File: src/rtl/core/wmrh_pkg.sv
// Package: constants, microcode types and the microcode ROM of the word multiply-rotate hash.
`default_nettype none

package wmrh_pkg;

    localparam logic [63:0] HASH_SEED  = 64'h84222325CBF29CE4;
    localparam logic [63:0] HASH_MUL   = 64'h9E3779B97F4A7C15;
    localparam logic [63:0] FOLD_ADD   = 64'h0000000052DCE729;
    localparam logic [63:0] FMIX_MUL_A = 64'hFF51AFD7ED558CCD;
    localparam logic [63:0] FMIX_MUL_B = 64'hC4CEB9FE1A85EC53;

    localparam int unsigned WORD_BYTES = 8;
    localparam int unsigned STEP_W     = 5;

    typedef logic [STEP_W-1:0] t_step;

    // Program addresses.
    localparam t_step ST_IDLE    = 5'd0;
    localparam t_step ST_FOLD    = 5'd8;
    localparam t_step ST_FINAL   = 5'd13;
    localparam t_step ST_TAIL    = 5'd22;

    typedef enum logic [3:0] {
        OP_NOP,
        OP_IDLE,     // wait for an input transfer
        OP_MUL1,     // product = acc.lo * c.lo
        OP_MUL2,     // product.hi += (acc.hi * c.lo).lo
        OP_MUL3,     // acc = {product.hi + (acc.lo * c.hi).lo, product.lo}
        OP_ROT31,    // acc = rotl(acc, 31)
        OP_FOLDPREP, // acc = rotl(hash ^ acc, 27)
        OP_ADDC,     // hash = acc + fold constant
        OP_XORH,     // hash = hash ^ acc
        OP_FIN0,     // acc = h ^ (h >> 33), h = hash ^ length
        OP_XS33,     // acc = acc ^ (acc >> 33)
        OP_OUT       // result register = acc ^ (acc >> 33), state back to seed
    } t_op;

    typedef enum logic [2:0] {
        C_NEXT,
        C_ALWAYS,
        C_EMPTY_LAST,
        C_TAIL,
        C_NOT_LAST
    } t_cond;

    typedef enum logic [1:0] {
        CS_MUL,
        CS_FMIX_A,
        CS_FMIX_B
    } t_csel;

    typedef struct packed {
        t_op   op;
        t_csel csel;
        t_cond cond;
        t_step target;
    } t_ctrl;

    typedef struct packed {
        logic empty_last;
        logic tail;
        logic last;
        logic out_busy;
    } t_status;

    function automatic t_ctrl ucode_rom(input t_step step);
        t_ctrl w;
        w = '{op: OP_NOP, csel: CS_MUL, cond: C_ALWAYS, target: ST_IDLE};
        case (step)
            5'd0:  w = '{OP_IDLE,     CS_MUL,    C_NEXT,       ST_IDLE};
            5'd1:  w = '{OP_MUL1,     CS_MUL,    C_EMPTY_LAST, ST_FINAL};
            5'd2:  w = '{OP_MUL2,     CS_MUL,    C_NEXT,       ST_IDLE};
            5'd3:  w = '{OP_MUL3,     CS_MUL,    C_NEXT,       ST_IDLE};
            5'd4:  w = '{OP_ROT31,    CS_MUL,    C_NEXT,       ST_IDLE};
            5'd5:  w = '{OP_MUL1,     CS_MUL,    C_NEXT,       ST_IDLE};
            5'd6:  w = '{OP_MUL2,     CS_MUL,    C_NEXT,       ST_IDLE};
            5'd7:  w = '{OP_MUL3,     CS_MUL,    C_TAIL,       ST_TAIL};
            5'd8:  w = '{OP_FOLDPREP, CS_MUL,    C_NEXT,       ST_IDLE};
            5'd9:  w = '{OP_MUL1,     CS_MUL,    C_NEXT,       ST_IDLE};
            5'd10: w = '{OP_MUL2,     CS_MUL,    C_NEXT,       ST_IDLE};
            5'd11: w = '{OP_MUL3,     CS_MUL,    C_NEXT,       ST_IDLE};
            5'd12: w = '{OP_ADDC,     CS_MUL,    C_NOT_LAST,   ST_IDLE};
            5'd13: w = '{OP_FIN0,     CS_MUL,    C_NEXT,       ST_IDLE};
            5'd14: w = '{OP_MUL1,     CS_FMIX_A, C_NEXT,       ST_IDLE};
            5'd15: w = '{OP_MUL2,     CS_FMIX_A, C_NEXT,       ST_IDLE};
            5'd16: w = '{OP_MUL3,     CS_FMIX_A, C_NEXT,       ST_IDLE};
            5'd17: w = '{OP_XS33,     CS_MUL,    C_NEXT,       ST_IDLE};
            5'd18: w = '{OP_MUL1,     CS_FMIX_B, C_NEXT,       ST_IDLE};
            5'd19: w = '{OP_MUL2,     CS_FMIX_B, C_NEXT,       ST_IDLE};
            5'd20: w = '{OP_MUL3,     CS_FMIX_B, C_NEXT,       ST_IDLE};
            5'd21: w = '{OP_OUT,      CS_MUL,    C_ALWAYS,     ST_IDLE};
            5'd22: w = '{OP_XORH,     CS_MUL,    C_ALWAYS,     ST_FINAL};
            default: w = '{OP_NOP,    CS_MUL,    C_ALWAYS,     ST_IDLE};
        endcase
        return w;
    endfunction

    // Keeps the first count bytes of a word; count is already saturated to 8.
    function automatic logic [63:0] byte_mask(input logic [3:0] count);
        logic [63:0] m;
        m = '0;
        for (int i = 0; i < WORD_BYTES; i++) begin
            m[8*i +: 8] = (4'(i) < count) ? 8'hFF : 8'h00;
        end
        return m;
    endfunction

endpackage

`default_nettype wire

File: src/rtl/core/wmrh_if.sv
// Interfaces: valid/ready channels for message words and hash results.
`default_nettype none

interface wmrh_in_if;
    logic        valid;
    logic        ready;
    logic [63:0] data_word;
    logic [3:0]  byte_count;
    logic        last;

    modport source (output valid, output data_word, output byte_count, output last,
                    input ready);
    modport sink   (input valid, input data_word, input byte_count, input last,
                    output ready);
endinterface

interface wmrh_out_if;
    logic        valid;
    logic        ready;
    logic [63:0] hash_value;
    logic        framing_error;

    modport source (output valid, output hash_value, output framing_error, input ready);
    modport sink   (input valid, input hash_value, input framing_error, output ready);
endinterface

`default_nettype wire

File: src/rtl/core/wmrh_sequencer.sv
// Microcode sequencer: step counter, control ROM lookup and conditional jumps.
`default_nettype none

module wmrh_sequencer
    import wmrh_pkg::*;
(
    input  wire logic    i_clk,
    input  wire logic    i_rst_n,
    input  wire logic    i_in_valid,
    input  wire t_status i_status,
    output t_ctrl        o_ctrl,
    output logic         o_go,
    output logic         o_in_ready
);

    t_step r_step;
    t_step n_step;
    t_ctrl ctrl;
    logic  taken;

    assign ctrl       = ucode_rom(r_step);
    assign o_ctrl     = ctrl;
    assign o_in_ready = (ctrl.op == OP_IDLE);

    always_comb begin
        case (ctrl.op)
            OP_IDLE: o_go = i_in_valid;
            OP_OUT:  o_go = !i_status.out_busy;
            default: o_go = 1'b1;
        endcase

        case (ctrl.cond)
            C_ALWAYS:     taken = 1'b1;
            C_EMPTY_LAST: taken = i_status.empty_last;
            C_TAIL:       taken = i_status.tail;
            C_NOT_LAST:   taken = !i_status.last;
            default:      taken = 1'b0;
        endcase

        if (!o_go) begin
            n_step = r_step;
        end else if (taken) begin
            n_step = ctrl.target;
        end else begin
            n_step = r_step + STEP_W'(1);
        end
    end

    always_ff @(posedge i_clk) begin
        if (!i_rst_n) begin
            r_step <= ST_IDLE;
        end else begin
            r_step <= n_step;
        end
    end

endmodule

`default_nettype wire

File: src/rtl/core/wmrh_datapath.sv
// Datapath: hash state, working registers, shared 32x32 multiplier and result register.
`default_nettype none

module wmrh_datapath
    import wmrh_pkg::*;
(
    input  wire logic        i_clk,
    input  wire logic        i_rst_n,
    input  wire t_ctrl       i_ctrl,
    input  wire logic        i_go,
    input  wire logic [63:0] i_data_word,
    input  wire logic [3:0]  i_byte_count,
    input  wire logic        i_last,
    input  wire logic        i_out_ready,
    output t_status          o_status,
    output logic             o_out_valid,
    output logic [63:0]      o_hash_value,
    output logic             o_framing_error
);

    logic [63:0] r_hash;
    logic [63:0] r_len;
    logic        r_err;
    logic [63:0] r_acc;
    logic [63:0] r_prod;
    logic [3:0]  r_cnt;
    logic        r_last;
    logic        r_out_valid;
    logic [63:0] r_out_hash;
    logic        r_out_err;

    logic [3:0]  sat_cnt;
    logic [63:0] cval;
    logic [31:0] mul_a;
    logic [31:0] mul_b;
    logic [63:0] mul_p;
    logic [63:0] fin_h;

    assign sat_cnt = (i_byte_count > 4'd8) ? 4'd8 : i_byte_count;

    always_comb begin
        case (i_ctrl.csel)
            CS_FMIX_A: cval = FMIX_MUL_A;
            CS_FMIX_B: cval = FMIX_MUL_B;
            default:   cval = HASH_MUL;
        endcase
        mul_a = (i_ctrl.op == OP_MUL2) ? r_acc[63:32] : r_acc[31:0];
        mul_b = (i_ctrl.op == OP_MUL3) ? cval[63:32]  : cval[31:0];
    end

    assign mul_p = {32'd0, mul_a} * {32'd0, mul_b};
    assign fin_h = r_hash ^ r_len;

    assign o_status.empty_last = r_last && (r_cnt == 4'd0);
    assign o_status.tail       = r_last && (r_cnt != 4'd0) && (r_cnt != 4'd8);
    assign o_status.last       = r_last;
    assign o_status.out_busy   = r_out_valid && !i_out_ready;

    assign o_out_valid     = r_out_valid;
    assign o_hash_value    = r_out_hash;
    assign o_framing_error = r_out_err;

    // Architectural state and the result handshake.
    always_ff @(posedge i_clk) begin
        if (!i_rst_n) begin
            r_hash      <= HASH_SEED;
            r_len       <= '0;
            r_err       <= 1'b0;
            r_out_valid <= 1'b0;
        end else begin
            if (r_out_valid && i_out_ready) begin
                r_out_valid <= 1'b0;
            end
            if (i_go) begin
                case (i_ctrl.op)
                    OP_IDLE: begin
                        r_len <= r_len + {60'd0, sat_cnt};
                        if (!i_last && (sat_cnt != 4'd8)) begin
                            r_err <= 1'b1;
                        end
                    end
                    OP_ADDC: r_hash <= r_acc + FOLD_ADD;
                    OP_XORH: r_hash <= r_hash ^ r_acc;
                    OP_OUT: begin
                        r_out_valid <= 1'b1;
                        r_hash      <= HASH_SEED;
                        r_len       <= '0;
                        r_err       <= 1'b0;
                    end
                    default: ;
                endcase
            end
        end
    end

    // Working registers.
    always_ff @(posedge i_clk) begin
        if (i_go) begin
            case (i_ctrl.op)
                OP_IDLE: begin
                    r_acc  <= i_data_word & byte_mask(sat_cnt);
                    r_cnt  <= sat_cnt;
                    r_last <= i_last;
                end
                OP_MUL1:     r_prod <= mul_p;
                OP_MUL2:     r_prod[63:32] <= r_prod[63:32] + mul_p[31:0];
                OP_MUL3:     r_acc <= {r_prod[63:32] + mul_p[31:0], r_prod[31:0]};
                OP_ROT31:    r_acc <= {r_acc[32:0], r_acc[63:33]};
                OP_FOLDPREP: r_acc <= {r_hash[36:0] ^ r_acc[36:0], r_hash[63:37] ^ r_acc[63:37]};
                OP_FIN0:     r_acc <= fin_h ^ {33'd0, fin_h[63:33]};
                OP_XS33:     r_acc <= r_acc ^ {33'd0, r_acc[63:33]};
                OP_OUT: begin
                    r_out_hash <= r_acc ^ {33'd0, r_acc[63:33]};
                    r_out_err  <= r_err;
                end
                default: ;
            endcase
        end
    end

endmodule

`default_nettype wire

File: src/rtl/core/word_multiply_rotate_hash64.sv
// Top level: 64-bit word-stream multiply-rotate hash with an fmix64-style finalizer.
// A new word is taken only when the sequencer is back at its idle step. Every 64-bit
// multiply is three passes through the single 32x32 multiplier, and absorbing a full
// word needs three of them.
// Reset (synchronous, active low) returns the step counter to idle, clears the result valid
// flag and restores the running hash seed, the byte length and the error flag.
`default_nettype none

module word_multiply_rotate_hash64
    import wmrh_pkg::*;
(
    input  wire logic    i_clk,
    input  wire logic    i_rst_n,
    wmrh_in_if.sink      i_in,
    wmrh_out_if.source   o_out
);

    // The sequencer walks a fixed microprogram. Step 0 waits for an input transfer and
    // latches the masked word; the following steps mix it (multiply, rotate by 31, multiply),
    // then fold it into the running hash (xor, rotate by 27, multiply, add) or, for a short
    // last word, only xor it in. Last words then run the finalizer; empty ones skip to it.
    t_ctrl   ctrl;
    t_status status;
    logic    go;
    logic    in_ready;

    wmrh_sequencer u_seq (
        .i_clk      (i_clk),
        .i_rst_n    (i_rst_n),
        .i_in_valid (i_in.valid),
        .i_status   (status),
        .o_ctrl     (ctrl),
        .o_go       (go),
        .o_in_ready (in_ready)
    );

    // The result register sits behind the output step, so a pending result does not
    // stop the next message from being transferred in and absorbed; only the output
    // step itself waits while an earlier result is still unclaimed.
    wmrh_datapath u_dp (
        .i_clk           (i_clk),
        .i_rst_n         (i_rst_n),
        .i_ctrl          (ctrl),
        .i_go            (go),
        .i_data_word     (i_in.data_word),
        .i_byte_count    (i_in.byte_count),
        .i_last          (i_in.last),
        .i_out_ready     (o_out.ready),
        .o_status        (status),
        .o_out_valid     (o_out.valid),
        .o_hash_value    (o_out.hash_value),
        .o_framing_error (o_out.framing_error)
    );

    assign i_in.ready = in_ready;

endmodule

`default_nettype wire
File: src/flat_wrapper.sv
// flat-port wrapper written by rule: the top's interface ports become plain ports
module word_multiply_rotate_hash64_flat import wmrh_pkg::*;
  (i_clk, i_rst_n, i_in_valid, i_in_data_word, i_in_byte_count, i_in_last, i_in_ready, o_out_valid, o_out_hash_value, o_out_framing_error, o_out_ready);
  wmrh_in_if i_in_i ();
  wmrh_out_if o_out_i ();
  input  wire logic i_clk;
  input  wire logic i_rst_n;
  input wire logic [$bits(i_in_i.valid)-1:0] i_in_valid;
  input wire logic [$bits(i_in_i.data_word)-1:0] i_in_data_word;
  input wire logic [$bits(i_in_i.byte_count)-1:0] i_in_byte_count;
  input wire logic [$bits(i_in_i.last)-1:0] i_in_last;
  output wire logic [$bits(i_in_i.ready)-1:0] i_in_ready;
  output wire logic [$bits(o_out_i.valid)-1:0] o_out_valid;
  output wire logic [$bits(o_out_i.hash_value)-1:0] o_out_hash_value;
  output wire logic [$bits(o_out_i.framing_error)-1:0] o_out_framing_error;
  input wire logic [$bits(o_out_i.ready)-1:0] o_out_ready;
  assign i_in_i.valid = i_in_valid;
  assign i_in_i.data_word = i_in_data_word;
  assign i_in_i.byte_count = i_in_byte_count;
  assign i_in_i.last = i_in_last;
  assign i_in_ready = i_in_i.ready;
  assign o_out_valid = o_out_i.valid;
  assign o_out_hash_value = o_out_i.hash_value;
  assign o_out_framing_error = o_out_i.framing_error;
  assign o_out_i.ready = o_out_ready;
  word_multiply_rotate_hash64 u_core (.i_clk(i_clk), .i_rst_n(i_rst_n), .i_in(i_in_i), .o_out(o_out_i));
endmodule
File: config.mk
export PLATFORM = sky130hd
export DESIGN_NAME = word_multiply_rotate_hash64_flat
export DESIGN_NICKNAME = d
export VERILOG_FILES = /design/src/rtl/core/wmrh_pkg.sv /design/src/rtl/core/wmrh_if.sv /design/src/rtl/core/wmrh_sequencer.sv /design/src/rtl/core/wmrh_datapath.sv /design/src/rtl/core/word_multiply_rotate_hash64.sv /design/src/flat_wrapper.sv
export SDC_FILE = /design/constraint.sdc
export NUM_CORES = 2
export LEC_CHECK = 0
export ABC_AREA = 1
export BUFFER_PORTS_ARGS = -buffer_cell sky130_fd_sc_hd__buf_2
export CORE_UTILIZATION = 50
export DETAILED_ROUTE_END_ITERATION = 12
export PLACE_DENSITY = 0.79
export SYNTH_ARGS = -nofsm -noshare
export SYNTH_HDL_FRONTEND = slang
export SYNTH_SLANG_ARGS = --single-unit
File: constraint.sdc
create_clock -name i_clk -period 7.8 [get_ports i_clk]
set_clock_uncertainty 0.1 [all_clocks]
set_input_delay 0 -clock i_clk [delete_from_list [all_inputs] [get_ports i_clk]]
set_output_delay 0 -clock i_clk [all_outputs]
set_load 0.02 [all_outputs]
== After elaboration in Yosys (flattened, before gate mapping) ==
Memory sizes are Yosys's and may differ from the RTL's. A register that Yosys moved wholly into a read port is not among the register bits.
Index checks and enable logic that the tools add are counted.

* Word-level logic and storage cells: 104
* RAM bits: 0
* Memories kept: 1
* Bits in read-only memories: 448
* Register bits: 333
* Latch bits: 0

{| class="wikitable"
|+ Memories
! name !! depth !! width !! rd ports !! clocked after Yosys merged registers in !! write ports !! line !! source
|-
| (no name shown) || 32 || 14 || 1 || 1 || 0 || wmrh_pkg.sv:69 || <nowiki>case (step)</nowiki>
|}

* $add $sub $neg: 4
* Multipliers: 1
* Mux-type cells: 26
* Bitwise operators: 7
* Order comparisons: 9
* Reduce and logical (&&, ||, !) cells: 24
* Shift-type cells: 0
* Div/mod/pow operators: 0
* Equality and inequality tests: 20

{| class="wikitable"
|+ Operator list
! cell !! count
|-
| $pmux W64 S6 || 1
|-
| $pmux W64 S3 || 1
|-
| $pmux W64 S2 || 1
|-
| $xor A64 B31 Y64 || 2
|-
| $xor A64 B64 Y64 || 2
|-
| $pmux W63 S2 || 1
|-
| $add A64 B31 Y64 const B || 1
|-
| $add A64 B4 Y64 || 1
|-
| $and A64 B64 Y64 || 1
|-
| $mul A32 B32 Y64 || 1
|-
| $mux W32 || 2
|-
| $mux W8 || 8
|-
| $pmux W32 S2 || 1
|-
| $xor A37 B37 Y37 || 1
|-
| $add A32 B32 Y32 || 1
|-
| $xor A27 B27 Y27 || 1
|-
| $eq A4 B3 Y1 const B || 4
|-
| $eq A4 B4 Y1 const B || 4
|-
| $lt A3 B4 Y1 const A || 4
|-
| $mux W5 || 3
|-
| $reduce_and A2 Y1 || 7
|-
| $eq A4 B2 Y1 const B || 2
|-
| $lt A1 B4 Y1 const A || 2
|-
| $lt A2 B4 Y1 const A || 2
|-
| 22 further kinds || 37
|}

== Logic depth before layout (Yosys ltp) ==
* Depth in word-level cells: 7
* Mapped depth: 47
* Gate-level depth less buffers: 45

== By module ==
From an unflattened synthesis, not the netlist that was laid out.

* Cells, all modules: 7110
* Area total of the unflattened synthesis: 55736.0 um^2

{| class="wikitable"
|+ By module, submodules not included
! module !! cells each !! instances !! area an instance (um^2) !! sequential area each (um^2)
|-
| wmrh_datapath || 6950 || 1 || 54576.1 || 8548.2
|-
| wmrh_sequencer || 160 || 1 || 1159.9 || 340.3
|}

== Worst setup path before layout ==
Ideal clock, no wire load.

* Path type: flip-flop to flip-flop
* From: reg u_core.u_seq.o_ctrl[8] (netlist name)
* To: reg u_core.u_dp.r_acc[63] (data pin)
* Path buffers: 1
* Required time: 7.439 ns
* Library setup time: 0.261 ns
* Setup slack: -0.795 ns
* Period minus slack after synthesis: 8.595 ns
* Stages on the path, launching flop included: 43
* Arrival: 8.234 ns
* Cell sequence: dfxtp_1 inv_1 ha_1 clkinv_1 nor2_2 inv_1 o21ai_1 clkbuf_1 nand2_1 fa_1 inv_1 fa_1 inv_1 fa_1 inv_1 fa_1 inv_1 fa_1 [7 not listed] nand2_1 nor2_1 inv_1 nor2_1 nand3_1 nand2_1 xor2_1 ha_1 inv_1 o21bai_1 nand3_1 nand2_1 nor2_1 o21ai_0 a21oi_1 nand3_1 nand3_1 nand3_1

* Longest elaborated chain between the ends: 6

{| class="wikitable"
|+ RTL lines
! element !! line !! source
|-
| $eq A2 B2 Y1 / $eq A2 B1 Y1 (equally long branches) || wmrh_datapath.sv:42 || <nowiki>case (i_ctrl.csel)</nowiki>
|-
| $pmux W63 S2 * || wmrh_datapath.sv:42 ||
|-
| $mux W32 * || wmrh_datapath.sv:48 || <nowiki>mul_b = (i_ctrl.op == OP_MUL3) ? cval[63:32] : cval[31:0];</nowiki>
|-
| $mul A32 B32 Y64 * || wmrh_datapath.sv:51 || <nowiki>assign mul_p = {32'd0, mul_a} * {32'd0, mul_b};</nowiki>
|-
| via u_core.u_dp.mul_p[28] || wmrh_datapath.sv:36 || <nowiki>logic [63:0] mul_p;</nowiki>
|-
| $add A32 B32 Y32 * || wmrh_datapath.sv:107 || <nowiki>OP_MUL3: r_acc <= {r_prod[63:32] + mul_p[31:0], r_prod[31:0]};</nowiki>
|-
| $pmux W64 S6 * || wmrh_datapath.sv:99 || <nowiki>case (i_ctrl.op)</nowiki>
|-
| end signal: assignment || wmrh_datapath.sv:101 || <nowiki>r_acc <= i_data_word & byte_mask(sat_cnt);</nowiki>
|-
| end signal: assignment || wmrh_datapath.sv:107 ||
|-
| end signal: assignment || wmrh_datapath.sv:108 || <nowiki>OP_ROT31: r_acc <= {r_acc[32:0], r_acc[63:33]};</nowiki>
|-
| end: declaration || wmrh_datapath.sv:24 || <nowiki>logic [63:0] r_acc;</nowiki>
|}

Mark *: on every way through the listed nets, which the timed path passes. The rest lies on a longest branch.
A chain may end at the register's enable or synchronous reset.

== Worst setup path in the final report ==
* From: reg u_core.u_seq.o_ctrl[13] (netlist name)
* To: reg u_core.u_dp.r_acc[61] (data pin)

* Longest elaborated chain between the ends: 5

{| class="wikitable"
|+ RTL lines
! element !! line
|-
| $eq A4 B2 Y1 / $eq A4 B3 Y1 (equally long branches) || wmrh_datapath.sv:47, wmrh_datapath.sv:48
|-
| $mux W32 (on tied branches) || wmrh_datapath.sv:47, wmrh_datapath.sv:48
|-
| $mul A32 B32 Y64 * || wmrh_datapath.sv:51
|-
| via u_core.u_dp.mul_p[24] || wmrh_datapath.sv:36
|-
| $add A32 B32 Y32 * || wmrh_datapath.sv:107
|-
| $pmux W64 S6 * || wmrh_datapath.sv:99
|}

Marked as above.

==> impl_results.html <==
<table>
<tr><th>Metric</th><th>Value</th></tr>
<tr><th colspan="2">Clock network</th></tr>
<tr><td>Clock Pin Slew Worst Setup and Hold Paths</td><td>0.06 ns</td></tr>
<tr><td>CTS root buf</td><td>clkbuf_16</td></tr>
<tr><td>Clock latency reported for the late side of the worst-skew pair</td><td>0.61 ns</td></tr>
<tr><td>Htree depth</td><td>2</td></tr>
<tr><td>TritonCTS clock tree</td><td>built</td></tr>
<tr><td># clock sinks</td><td>345</td></tr>
<tr><td>Number of buffers inserted during clock tree synthesis</td><td>38</td></tr>
<tr><td>Max Buffers Root-to-Sink</td><td>3</td></tr>
<tr><th colspan="2">Final layout</th></tr>
<tr><td>Layout overhead on the synthesized area</td><td>30.5%</td></tr>
<tr><td>Commonest cells after routing, fill and taps aside</td><td>inv_1 (1,397), nand2_1 (1,060), buf_4 (1,007)</td></tr>
<tr><td>NumNets Final</td><td>9,439</td></tr>
<tr><td>Final core utilization</td><td>0.660</td></tr>
<tr><td>Layout cells sized above 1</td><td>0.255</td></tr>
<tr><td>Most frequent standard cell in the layout excluding fill and tap cells</td><td>inv_1</td></tr>
<tr><th colspan="2">Timing</th></tr>
<tr><td>Worst rel slew slack</td><td>0.158</td></tr>
<tr><td>Final hold vios</td><td>0</td></tr>
<tr><td>Final setup violation count</td><td>59</td></tr>
<tr><td>Period utilisation layout</td><td>1.17</td></tr>
<tr><td>Min cycle time layout</td><td>9.16 ns</td></tr>
<tr><td>Max Slew Vio Count</td><td>0</td></tr>
<tr><td>Tightest Pin Transition</td><td>1.26 ns</td></tr>
<tr><td>Unrepaired setup endpoints after global routing</td><td>true</td></tr>
<tr><td>Post-route worst setup slack</td><td>-1.36 ns</td></tr>
<tr><td>Maximum clock frequency</td><td>0.109 GHz</td></tr>
<tr><th colspan="2">Critical path</th></tr>
<tr><td>Maximum fanout encountered on the critical timing path</td><td>8</td></tr>
<tr><td>Setup crit start kind</td><td>flip-flop</td></tr>
<tr><td>Path type of the worst setup path</td><td>reg2reg</td></tr>
<tr><td>Arrival time of data at the critical path endpoint</td><td>9.39 ns</td></tr>
<tr><td>CP max-delay cell</td><td>fa_2</td></tr>
<tr><td>Req. time, crit path</td><td>8.02 ns</td></tr>
<tr><td>Worst setup EP type</td><td>flip-flop</td></tr>
<tr><td>Largest stage delay, worst path</td><td>0.69 ns</td></tr>
<tr><th colspan="2">GRT</th></tr>
<tr><td>Global-route wire length before repair</td><td>395,000 microns</td></tr>
<tr><td>Number of antenna violations at the first check in global routing</td><td>13</td></tr>
<tr><td>Met2 layer usage reported by global route</td><td>0.692</td></tr>
<tr><td>Pin count of the biggest net entering global routing</td><td>61</td></tr>
<tr><td>Vias in the first global route</td><td>56,362</td></tr>
<tr><td>Total routing usage reported by global routing</td><td>0.498</td></tr>
<tr><td>Total congestion overflow after global routing</td><td>0</td></tr>
<tr><td>Grt peak-use layer</td><td>met2</td></tr>
<tr><td>Met3 capacity usage during global routing</td><td>0.205</td></tr>
<tr><td>Met1 usage in global routing</td><td>0.651</td></tr>
<tr><th colspan="2">Status</th></tr>
<tr><td>Failing checks</td><td>negative setup slack</td></tr>
<tr><td>Status</td><td>complete, but fails checks</td></tr>
<tr><th colspan="2">Synthesis</th></tr>
<tr><td>Post-synth ARST share</td><td>0</td></tr>
<tr><td>Post-synthesis sequential area ratio</td><td>0.161</td></tr>
<tr><td>Number of register bits inferred by synthesis</td><td>345</td></tr>
<tr><td>Synthesized area divided by synthesized cell count</td><td>7.87 sq um</td></tr>
<tr><td>Prevailing post-synth register cell</td><td>edfxtp_1</td></tr>
<tr><td>YS warnings</td><td>0</td></tr>
<tr><td>Net Count, Synth</td><td>8,294</td></tr>
<tr><td>Post-synthesis cell type count</td><td>62</td></tr>
<tr><td>Synth Instances</td><td>7,013</td></tr>
<tr><td>Number of synthesized flops with an enable pin</td><td>198</td></tr>
<tr><td>Post-synth design cell area</td><td>0.0552 sq mm</td></tr>
<tr><th colspan="2">Run</th></tr>
<tr><td>Max-capacitance violation count</td><td>0</td></tr>
<tr><th colspan="2">Floorplanning</th></tr>
<tr><td>Die height</td><td>334 microns</td></tr>
<tr><td>Initial core utilization</td><td>0.506</td></tr>
<tr><td>Horiz. Die Dim</td><td>334 microns</td></tr>
<tr><td>Total Die Area</td><td>0.112 sq mm</td></tr>
<tr><td>Number of rows created at floorplan</td><td>121</td></tr>
<tr><td>I/O pin total</td><td>140</td></tr>
<tr><td>Core Box Area</td><td>0.109 sq mm</td></tr>
<tr><th colspan="2">Placed design</th></tr>
<tr><td>Detailed-placement wirelength estimate</td><td>232,000 microns</td></tr>
<tr><td>Routability congestion estimate from global placement</td><td>1.13</td></tr>
<tr><td>Number of port buffers</td><td>139</td></tr>
<tr><th colspan="2">Min path</th></tr>
<tr><td>Type of the most critical hold path</td><td>in2reg</td></tr>
<tr><th colspan="2">Detailed routing</th></tr>
<tr><td>DR pass1 iterations</td><td>9</td></tr>
<tr><td>Post-DRT Antenna Nets</td><td>0</td></tr>
<tr><td>Overall routed net length</td><td>279,000 microns</td></tr>
<tr><td>DRC violation total after the first TritonRoute iteration</td><td>7,866</td></tr>
<tr><td>Post-detailed-route DRC marker count</td><td>0</td></tr>
<tr><td>Via count</td><td>57,072</td></tr>
<tr><td>Detail-routed via count per cell</td><td>5.90</td></tr>
<tr><td>Detailed-route wire length per cell</td><td>28.9 microns</td></tr>
</table>
## critical path: cells and delay by family (launching register included)
family / cells / cell delay, ns
AND/OR/NAND/NOR: 17 / 1.80
XOR/XNOR: 1 / 0.23
AO/OA/AOI/OAI: 1 / 0.19
adder cells (fa/ha/maj): 10 / 4.38
flip-flops: 1 / 0.37
buffers and inverters: 16 / 1.80
## registers in the layout (all words and copies together) (netlist names)
name,count
u_core.u_dp.o_out_valid,1
u_core.u_dp.o_framing_error,1
u_core.u_dp.r_err,1
u_core.u_dp.r_last,1
u_core.u_dp.r_acc,64
u_core.u_dp.r_prod,64
u_core.u_dp.r_len,64
u_core.u_dp.o_hash_value,64
u_core.u_dp.r_cnt,4
u_core.u_seq.o_ctrl,12
u_core.u_seq.r_step,5
u_core.u_dp.r_hash,64
## area by class of cell
cell class              instances  area, sq um
diodes                          5         12.5
clock buffers                  50         1100
clock inverters                20          238
fillers                      8994        37100
inverters                    1511         5760
multi-input cells            4906        43200
flip-flops and latches        345         8900
well taps                    1476         1850
repair buffers               1356        11000
## kinds of logic (layout without fill, tap and decap cells)
kind of cell,Yosys count,in the layout,synth area share
flip-flops,345,345,0.161
AND/OR/NAND/NOR,2700,2701,0.203
buffers and inverters,1763,2937,0.122
XOR/XNOR,254,254,0.0403
adder cells (fa/ha/maj),1208,1208,0.396
AO/OA/AOI/OAI,743,743,0.0775
other,0,5,0
## metrics by stage
| stage | TNS (ns) | hold slack, ns | setup WS, ns | instance area [sq um] | instances |
|---|---|---|---|---|---|
| after global placement | -73.10 | 0.192 | -1.72 | 65500 | 9394 |
| after CTS | -41.53 | 0.151 | -1.18 | 71700 | 9656 |
| final | -53.20 | 0.223 | -1.36 | 72000 | 9669 |
| after global routing | -65.43 | 0.224 | -1.59 | 72000 | 9664 |
| after floorplan | -2.08 | -0.00113 | -0.170 | 56200 | 7013 |
| after detailed placement | -71.99 | 0.204 | -1.75 | 65500 | 9394 |
## routing by layer
metal  wire length, microns  up-vias
li1                       -    23878
met1                 103000    27572
met2                 111000     4594
met3                  44000     1016
met4                  20700       12
met5                     85        -
## worst paths after layout
kind / start / endpoint / slack, ns / cells after the start
max reg2reg: u_core.u_seq.o_ctrl[13]$_DFF_P_ / u_core.u_dp.r_acc[61]$_DFFE_PP_ / -1.36 / 45
max: u_core.u_seq.o_ctrl[13]$_DFF_P_ / u_core.u_dp.r_acc[61]$_DFFE_PP_ / -1.36 / 45
min reg2reg: u_core.u_dp.r_err$_SDFFE_PN0P_ / u_core.u_dp.o_framing_error$_DFFE_PP_ / 0.39 / 0
min: i_in_data_word[57] / u_core.u_dp.r_acc[57]$_DFFE_PP_ / 0.22 / 4
## Yosys cell counts (all sizes together) (11+ instances only)
cell,n,area share
inv,1503,0.10
nand2,1162,0.080
nor2,969,0.067
fa,898,0.33
nand3,358,0.033
ha,310,0.070
a21oi,302,0.028
o21ai,257,0.025
edfxtp,198,0.11
clkbuf,164,0.011
dfxtp,147,0.053
xor2,128,0.020
xnor2,126,0.020
buf,88,0.0078
nand4,77,0.0088
nor3,68,0.0066
o22ai,52,0.0059
a221oi,27,0.0043
o211ai,23,0.0031
nand3b,18,0.0024
nor4,18,0.0022
o21bai,17,0.0023
or2,17,0.0019
o21a,12,0.0016
a21o,11,0.0015
## repair_timing
| item | CTS | global route |
|---|---|---|
| setup endpoints to repair | 66 | 66 |
| buffers inserted | 121 | 8 |
| pin swaps | 180 | 33 |
| gates cloned | 4 | 0 |
| hold buffers | 74 | 0 |
| hold endpoints to repair | 97 | 0 |
| gates resized for setup | 765 | 71 |
Power is left out: the tool's default activity adds up to more than one toggle a clock period on the data nets, which glitch-free logic cannot reach.
